### src/fac_pkg.sv
// Package for the flash array controller.
// Holds field widths, command and status codes, default sizes and the
// control/status bundles between the controller and the datapath.
`timescale 1ns / 1ps

package fac_pkg;

    localparam int ADDR_W    = 16;
    localparam int DATA_W    = 8;
    localparam int ACT_W     = 3;
    localparam int STAT_W    = 2;

    localparam int MEM_BYTES_DEF  = 32768;
    localparam int PAGE_BYTES_DEF = 1024;

    localparam logic [DATA_W-1:0] ERASED_BYTE = 8'hFF;

    localparam logic [ACT_W-1:0] ACT_READ   = 3'd0;
    localparam logic [ACT_W-1:0] ACT_PROG   = 3'd1;
    localparam logic [ACT_W-1:0] ACT_PAGE   = 3'd2;
    localparam logic [ACT_W-1:0] ACT_MASS   = 3'd3;
    localparam logic [ACT_W-1:0] ACT_UNLOCK = 3'd4;
    localparam logic [ACT_W-1:0] ACT_LOCK   = 3'd5;

    localparam logic [STAT_W-1:0] ST_OK         = 2'd0;
    localparam logic [STAT_W-1:0] ST_INVALID    = 2'd1;
    localparam logic [STAT_W-1:0] ST_PROTECTED  = 2'd2;
    localparam logic [STAT_W-1:0] ST_NOT_ERASED = 2'd3;

    typedef struct packed {
        logic load;
        logic exec;
        logic div_step;
        logic page_init;
        logic sweep_write;
        logic sweep_done;
    } t_ctl_cmd;

    typedef struct packed {
        logic need_div;
        logic need_mass;
        logic sweep_last;
        logic out_free;
    } t_dp_stat;

endpackage

### src/fac_ctrl.sv
// Controller state machine of the flash array controller.
// Sequences clear, command, page divide and erase sweep; depends on fac_pkg.
`timescale 1ns / 1ps

module fac_ctrl (
    input  logic             i_clk,
    input  logic             i_rst_n,
    input  logic             i_cmd_valid,
    output logic             o_cmd_ready,
    input  fac_pkg::t_dp_stat i_stat,
    output fac_pkg::t_ctl_cmd o_cmd
);
    import fac_pkg::*;

    localparam logic [2:0] S_CLEAR = 3'd0;
    localparam logic [2:0] S_IDLE  = 3'd1;
    localparam logic [2:0] S_EXEC  = 3'd2;
    localparam logic [2:0] S_DIV   = 3'd3;
    localparam logic [2:0] S_SETUP = 3'd4;
    localparam logic [2:0] S_ERASE = 3'd5;

    logic [2:0] r_state;
    logic [2:0] n_state;

    always_comb begin
        n_state     = r_state;
        o_cmd       = '0;
        o_cmd_ready = 1'b0;
        unique case (r_state)
            S_CLEAR: begin
                o_cmd.sweep_write = 1'b1;
                if (i_stat.sweep_last) begin
                    n_state = S_IDLE;
                end
            end
            S_IDLE: begin
                o_cmd_ready = 1'b1;
                if (i_cmd_valid) begin
                    o_cmd.load = 1'b1;
                    n_state    = S_EXEC;
                end
            end
            S_EXEC: begin
                if (i_stat.out_free) begin
                    o_cmd.exec = 1'b1;
                    priority if (i_stat.need_div) begin
                        n_state = S_DIV;
                    end else if (i_stat.need_mass) begin
                        n_state = S_ERASE;
                    end else begin
                        n_state = S_IDLE;
                    end
                end
            end
            S_DIV: begin
                o_cmd.div_step = 1'b1;
                n_state        = S_SETUP;
            end
            S_SETUP: begin
                o_cmd.page_init = 1'b1;
                n_state         = S_ERASE;
            end
            S_ERASE: begin
                if (!i_stat.sweep_last) begin
                    o_cmd.sweep_write = 1'b1;
                end else if (i_stat.out_free) begin
                    o_cmd.sweep_write = 1'b1;
                    o_cmd.sweep_done  = 1'b1;
                    n_state           = S_IDLE;
                end
            end
            default: begin
                n_state = S_IDLE;
            end
        endcase
    end

    always_ff @(posedge i_clk) begin
        if (!i_rst_n) begin
            r_state <= S_CLEAR;
        end else begin
            r_state <= n_state;
        end
    end

endmodule

### config.mk
export PLATFORM = sky130hd
export DESIGN_NAME = fac_ctrl
export DESIGN_NICKNAME = d
export VERILOG_FILES = /design/src/fac_pkg.sv /design/src/fac_ctrl.sv
export SDC_FILE = /design/constraint.sdc
export NUM_CORES = 1
export LEC_CHECK = 0
export BUFFER_PORTS_ARGS = -buffer_cell sky130_fd_sc_hd__buf_2
export CORE_AREA = 2 2 39 41
export DETAILED_ROUTE_END_ITERATION = 16
export DIE_AREA = 0 0 41 43
export PLACE_DENSITY = 0.46
export SETUP_SLACK_MARGIN = 0.5
export SLEW_MARGIN = 20
export SYNTH_ARGS = -nofsm -noshare
export SYNTH_HDL_FRONTEND = slang
export SYNTH_SLANG_ARGS = --single-unit
### constraint.sdc
create_clock -name i_clk -period 1.05 [get_ports i_clk]
set_input_delay 0.1575 -clock i_clk [delete_from_list [all_inputs] [get_ports i_clk]]
set_output_delay 0.1575 -clock i_clk [all_outputs]
set_load 0.02 [all_outputs]
==> results of run 1 <==
## timing repair
item                                    4_1_cts  5_1_grt
endpoints found under the hold margin         0        0
pin swaps                                     3        3
setup buffers                                 6        2
endpoints found under the setup margin       10       10
gates resized for setup                      17        9
## layer usage
| layer | global-route usage (%) | up-vias | wire length [um] |
|---|---|---|---|
| li1 | - | 196 | - |
| met1 | 16.6 | 159 | 398 |
| met2 | 14.4 | 11 | 469 |
| met3 | 3.14 | 0 | 56 |
| met4 | 6.00 | 0 | 0 |
| met5 | 0 | - | 0 |
## power breakdown
part | leakage [nW] | internal, mW | switching (mW)
logic | 0.237 | 0.294 | 0.203
clock network | 0.0150 | 0.143 | 0.0616
registers | 0.0267 | 0.139 | 0.0373
total | 0.279 | 0.575 | 0.302
## kinds of logic (layout without fill, tap and decap cells)
kind of cell / count (synthesis) / count (layout) / share of synthesized area [%]
buffers and inverters: 4 / 33 / 8.15
and+or+nand+nor: 22 / 22 / 49.8
AOI/OAI and AO/OA: 10 / 10 / 21.5
DFF: 3 / 3 / 20.6
## stage by stage
step / TNS, ns / total power [mW]
final: -1.31 / 0.877
after global routing: -1.76 / 0.946
after detailed placement: -0.339 / 0.513
after floorplan: -0.0872 / 0.419
after global placement: -0.274 / 0.519
after CTS: -1.36 / 0.825
## placed cells by master, fill, tap and decap left out
cell type  netlist  routed
nand2_1          2       2
o22ai_1          1       1
o31ai_2          0       1
o21ai_1          2       2
nor2_1           3       1
nand3_2          1       1
a21oi_1          3       2
o311a_1          1       1
nor2_4           0       1
a31oi_1          1       1
or2b_1           1       1
dfxtp_4          0       3
buf_6            0       9
nand2b_4         0       1
nand2b_1         2       1
a21oi_2          0       1
nor3b_2          1       2
nor2_2           0       1
buf_2            1       6
nor3b_4          0       1
clkbuf_4         0       3
nor2b_4          0       1
a21boi_1         1       1
inv_1            1       1
clkbuf_1         0       1
or2_1            0       1
buf_4            2      13
and2_4           0       2
nor2b_1          4       3
nor4b_4          0       1
nand3_1          2       2
## worst register-to-register path: cells and delay by family, from the launching register on
| family | cells | cell delay (ns) |
|---|---|---|
| DFF | 1 | 0.37 |
| AOI/OAI and AO/OA | 1 | 0.30 |
| buffers and inverters | 2 | 0.28 |
| and+or+nand+nor | 1 | 0.09 |
## cell type report
cell class                      count  area [um2]  share of cell area (%)
Clock buffer                        4        26.3                    4.23
Inverter                            1        3.75                   0.604
Multi-Input combinational cell     32         272                    43.7
Sequential cell                     3        71.3                    11.5
Tap cell                           16        20.0                    3.22
Timing Repair Buffer               28         229                    36.8
## worst paths after layout
| check | end | slack, ns |
|---|---|---|
| hold / removal | r_state[0] | 0.19 |
| hold reg to reg | r_state[2] | 0.66 |
| setup reg to reg | r_state[1] | -0.12 |
| setup / recovery | o_cmd[1] | -0.20 |
==> flow_metrics.py, run 1 <==
metrics = {
    "finish": {
        "drive_above_1_share_pct": 69.1,
        "top_register": "r_state",
        "largestRegisters": "r_state: 3 flops",
        "nNetsFinal": 76,
        "diodes": 0,
        "finalNonFillerCells": 84,
        "areaGrowthSynthToFinish_pct": 113,
        "design_area_um2": 622,
        "fillers": 141,
        "fin_util_pct": 44.9,
        "largest_reg_flops": 3,
    },
    "clock_network": {
        "cts_sinks": 3,
        "htree_levels": 1,
        "cts-root-buf": "clkbuf_4",
        "clockBufferDepth": 2,
        "cts_buffers": 3,
        "clkLatencyLatePin_ns": 0.23,
        "cts_tree": "yes",
        "ctsHoldBuffers": 0,
        "path_clk_slew_ns": 0.04,
    },
    "route": {
        "ant_nets": 0,
        "routed_via_density": 4.36,
        "drc_errors": 0,
        "first_pass_iters": 4,
        "drt_iter0_drc": 6,
        "vias": 366,
        "wl_um": 923,
        "wl_per_cell_um": 11.0,
    },
    "sta": {
        "finClkSkew_ns": 0.00367,
        "hold_ws_ns": 0.189,
        "rsz0062_at_grt": "true",
        "setup_viol": 9,
        "layout_worst_path_cycle_share_pct": 119,
        "hold_viol_final": 0,
        "slew_violations": 0,
        "worst_slew_pin_slew_ns": 0.295,
        "max_freq_mhz": 801,
        "fin_ws_ns": -0.198,
        "relSlewSlack_pct": 80.2,
        "period_needed_ns": 1.25,
    },
    "die": {
        "rows": 14,
        "dieArea_um2": 1760,
        "coreArea_um2": 1380,
        "initial_core_util_pct": 21.1,
        "chipHeight_um": 43,
        "chipWidth_um": 41,
        "ioPinCount": 14,
    },
    "setup_path": {
        "path_depth": 3,
        "worstSetupEndpointType": "output port",
        "rr_worst_depth": 4,
        "critPathLaunchType": "register",
        "slowest_delay_ns": 0.37,
        "cp_top_family": "flip-flops",
        "worstPathArrival_ns": 1.09,
        "cp_cell_sequence": "or2_1 > a21oi_2 > buf_4",
        "crit_start": "r_state[2]",
        "critPathRequiredTime_ns": 0.89,
        "critPathKind": "reg -> out",
        "worstPathMaxFanout": 7,
        "cpMaxStageDelayCell": "dfxtp_4",
        "timing.rr.start": "r_state[0]",
        "critPathBufInv": 1,
    },
    "pwr": {
        "irDropWorstVdd_mv": 0.805,
        "powerDensity_nw_per_um2": 1410,
        "leakagePower_nw": 0.279,
    },
    "run": {
        "drv_cap": 0,
    },
    "yosys": {
        "synth_edf_count": 0,
        "ys_top_cells_by_area": "dfxtp_1, nor2b_1, a21oi_1",
        "ys_ff_latch": 3,
        "ys_warn_count": 0,
        "netlist.area_leader.share_pct": 20.6,
        "synth_async_sr_flop_share_pct": 0,
        "synth_common_cells": "nor2b_1, a21oi_1, dfxtp_1, nor2_1",
        "synth_area_um2": 292,
        "synth_area_leader_cell": "dfxtp_1",
        "ys_seq_area_share_pct": 20.6,
        "synth_cell_types": 23,
        "netlist_instances": 39,
        "syn-num-nets": 46,
        "avgSynthCellArea_um2": 7.48,
        "yosysMostFrequentCell": "nor2b_1",
        "synth-main-ff-cell": "dfxtp_1",
    },
    "global_route": {
        "grt_pass1_vias": 322,
        "grt_pass1_wl_mm": 1.34,
        "overflow": 0,
        "grt_max_degree": 8,
        "antenna_found_initial": 0,
        "grt_usage_pct": 11.3,
    },
    "worst_hold_path": {
        "hold_path_depth": 2,
        "hp-start": "i_rst_n",
        "hold_class": "in -> reg",
    },
    "placement": {
        "hpwl_um": 565,
        "port_buffers": 13,
        "dp.cells": 72,
        "place_area_um2": 453,
        "place_congestion": 0.753,
        "dp_slack_ns": -0.0911,
    },
    "outcome": {
        "status": "finished with violations",
        "violations": "setup timing",
    },
}
Note: power is estimated with default switching activity, not from simulation.
==> run 2: changes to the inputs <==
- SETUP_SLACK_MARGIN: 0.5 -> 0.05
==> run 2 against run 1 <==
Net effect: non-clock buffer count shrank 6; the flow still finishes with violations (setup timing); cell area shrank 9.3%; utilization shrank 4.2 points; critical endpoint is now o_cmd[5]; setup slack lost 0.026 ns; critical path depth grew 1; first-iteration DRC count shrank 17%; highest routed layer is now met4.
==> flow_metrics.py, run 2 (synthesis gave the netlist of run 1 again) <==
metrics = {
    "placement": {
        "place_congestion": 0.760,
        "port_buffers": 13,
        "hpwl_um": 607,
        "dp.cells": 71,
    },
    "sta": {
        "relSlewSlack_pct": 82.2,
        "finClkSkew_ns": 0.00428,
        "fin_setup_tns_ns": -1.30,
        "max_freq_mhz": 785,
        "slew_violations": 0,
        "rsz0062_at_grt": "true",
        "hold_ws_ns": 0.183,
        "layout_worst_path_cycle_share_pct": 121,
        "hold_viol_final": 0,
        "setup_viol": 8,
        "worst_slew_pin_slew_ns": 0.265,
        "fin_ws_ns": -0.225,
        "period_needed_ns": 1.27,
    },
    "global_route": {
        "grt_pass1_wl_mm": 1.35,
        "overflow": 0,
        "grt_pass1_vias": 344,
        "met2_usage_pct": 15.9,
        "antenna_found_initial": 0,
        "grt_max_degree": 9,
        "busiest_layer": "met2",
        "grt_usage_pct": 11.6,
        "use_met1_pct": 14.4,
        "use_met3_pct": 2.62,
    },
    "route": {
        "wl_per_cell_um": 11.7,
        "routed_via_density": 4.63,
        "first_pass_iters": 4,
        "vias": 361,
        "wl_um": 916,
        "drc_errors": 0,
        "ant_nets": 0,
        "drt_iter0_drc": 5,
    },
    "finish": {
        "fin_util_pct": 40.8,
        "seq_area_um2": 68.8,
        "areaGrowthSynthToFinish_pct": 93.6,
        "largestRegisters": "r_state: 3 flops",
        "nNetsFinal": 70,
        "multi_input_area_um2": 277,
        "fillers": 139,
        "final_cell_mix": "buf_4, buf_2, buf_6",
        "largest_reg_flops": 3,
        "drive_above_1_share_pct": 64.5,
        "top_register": "r_state",
        "mostFrequentLayoutCell": "buf_4",
        "finalNonFillerCells": 78,
        "diodes": 0,
    },
    "die": {
        "initial_core_util_pct": 21.1,
        "coreArea_um2": 1380,
        "dieArea_um2": 1760,
        "chipHeight_um": 43,
        "chipWidth_um": 41,
        "ioPinCount": 14,
        "rows": 14,
    },
    "clock_network": {
        "cts_tree": "yes",
        "cts_sinks": 3,
        "path_clk_slew_ns": 0.04,
        "htree_levels": 1,
        "cts_buffers": 3,
        "clkLatencyLatePin_ns": 0.24,
        "cts-root-buf": "clkbuf_4",
        "clockBufferDepth": 2,
    },
    "pwr": {
        "irDropWorstVdd_mv": 0.440,
        "leakagePower_nw": 0.239,
        "p_sw_mw": 0.296,
        "clock_power_share_pct": 26.5,
        "seqPwrFrac_pct": 21.5,
        "power.internal_mw": 0.509,
        "p_sw_share_pct": 36.8,
        "power_frac_comb_pct": 52.0,
        "powerDensity_nw_per_um2": 1430,
    },
    "setup_path": {
        "critPathKind": "reg -> out",
        "worstSetupEndpointType": "output port",
        "critPathLaunchType": "register",
        "worstPathArrival_ns": 1.12,
        "critPathRequiredTime_ns": 0.89,
        "worstPathMaxFanout": 4,
    },
    "outcome": {
        "status": "finished with violations",
        "violations": "setup timing",
    },
    "worst_hold_path": {
        "hold_class": "in -> reg",
    },
    "run": {
        "drv_cap": 0,
    },
}
[run 2: timing repair]
action / in CTS / in global routing
hold buffers: 0 / 0
endpoints found under the setup margin: 8 / 9
resized for setup: 17 / 8
buffers inserted: 3 / 0
pin swaps: 3 / 2
cloned: 0 / 0
[run 2: area by class of cell]
class	instances	area share, %
clock buffer	4	4.66
inverter	1	0.665
multi-input combinational	32	49.0
tap	16	3.55
timing repair buffer	22	29.9
sequential	3	12.2
[run 2: final timing paths]
kind,start,to,slack [ns],depth (start not counted)
setup / recovery,r_state[1],o_cmd[5],-0.22,4
hold / removal,i_rst_n,r_state[0],0.18,2
setup reg to reg,r_state[0],r_state[0],-0.11,5
hold reg to reg,r_state[2],r_state[2],0.59,3
[run 2: worst max-delay path, cell delays in order, from the launching register on]
cell	delay (ns)
dfxtp_2	0.33
nand2b_4	0.17
nor2_4	0.13
and2_4	0.14
buf_6	0.11
[run 2: power by group through the flow]
stage          clock [mW]  sequential (mW)  combinational (mW)
6_report            0.213            0.173               0.419
5_1_grt             0.227            0.176               0.452
4_1_cts             0.222            0.173               0.396
3_5_place_dp            0            0.175               0.329
3_3_place_gp            0            0.176               0.329
2_1_floorplan           0            0.152               0.261
[run 2: layer usage]
layer	up-vias	wire length, um	part of all wire (%)
met1	162	409	45
met4	0	19	2.1
met5	-	0	0
met3	2	49	5.3
li1	185	-	-
met2	12	438	48
[run 2: through the flow]
stage	worst slack (ns)	area, um2	power (mW)
after CTS	-0.227	532	0.790
after global routing	-0.267	564	0.855
after detailed placement	-0.0758	443	0.504
final	-0.225	564	0.805
after floorplan	-0.0417	343	0.413
after global placement	-0.0673	443	0.505
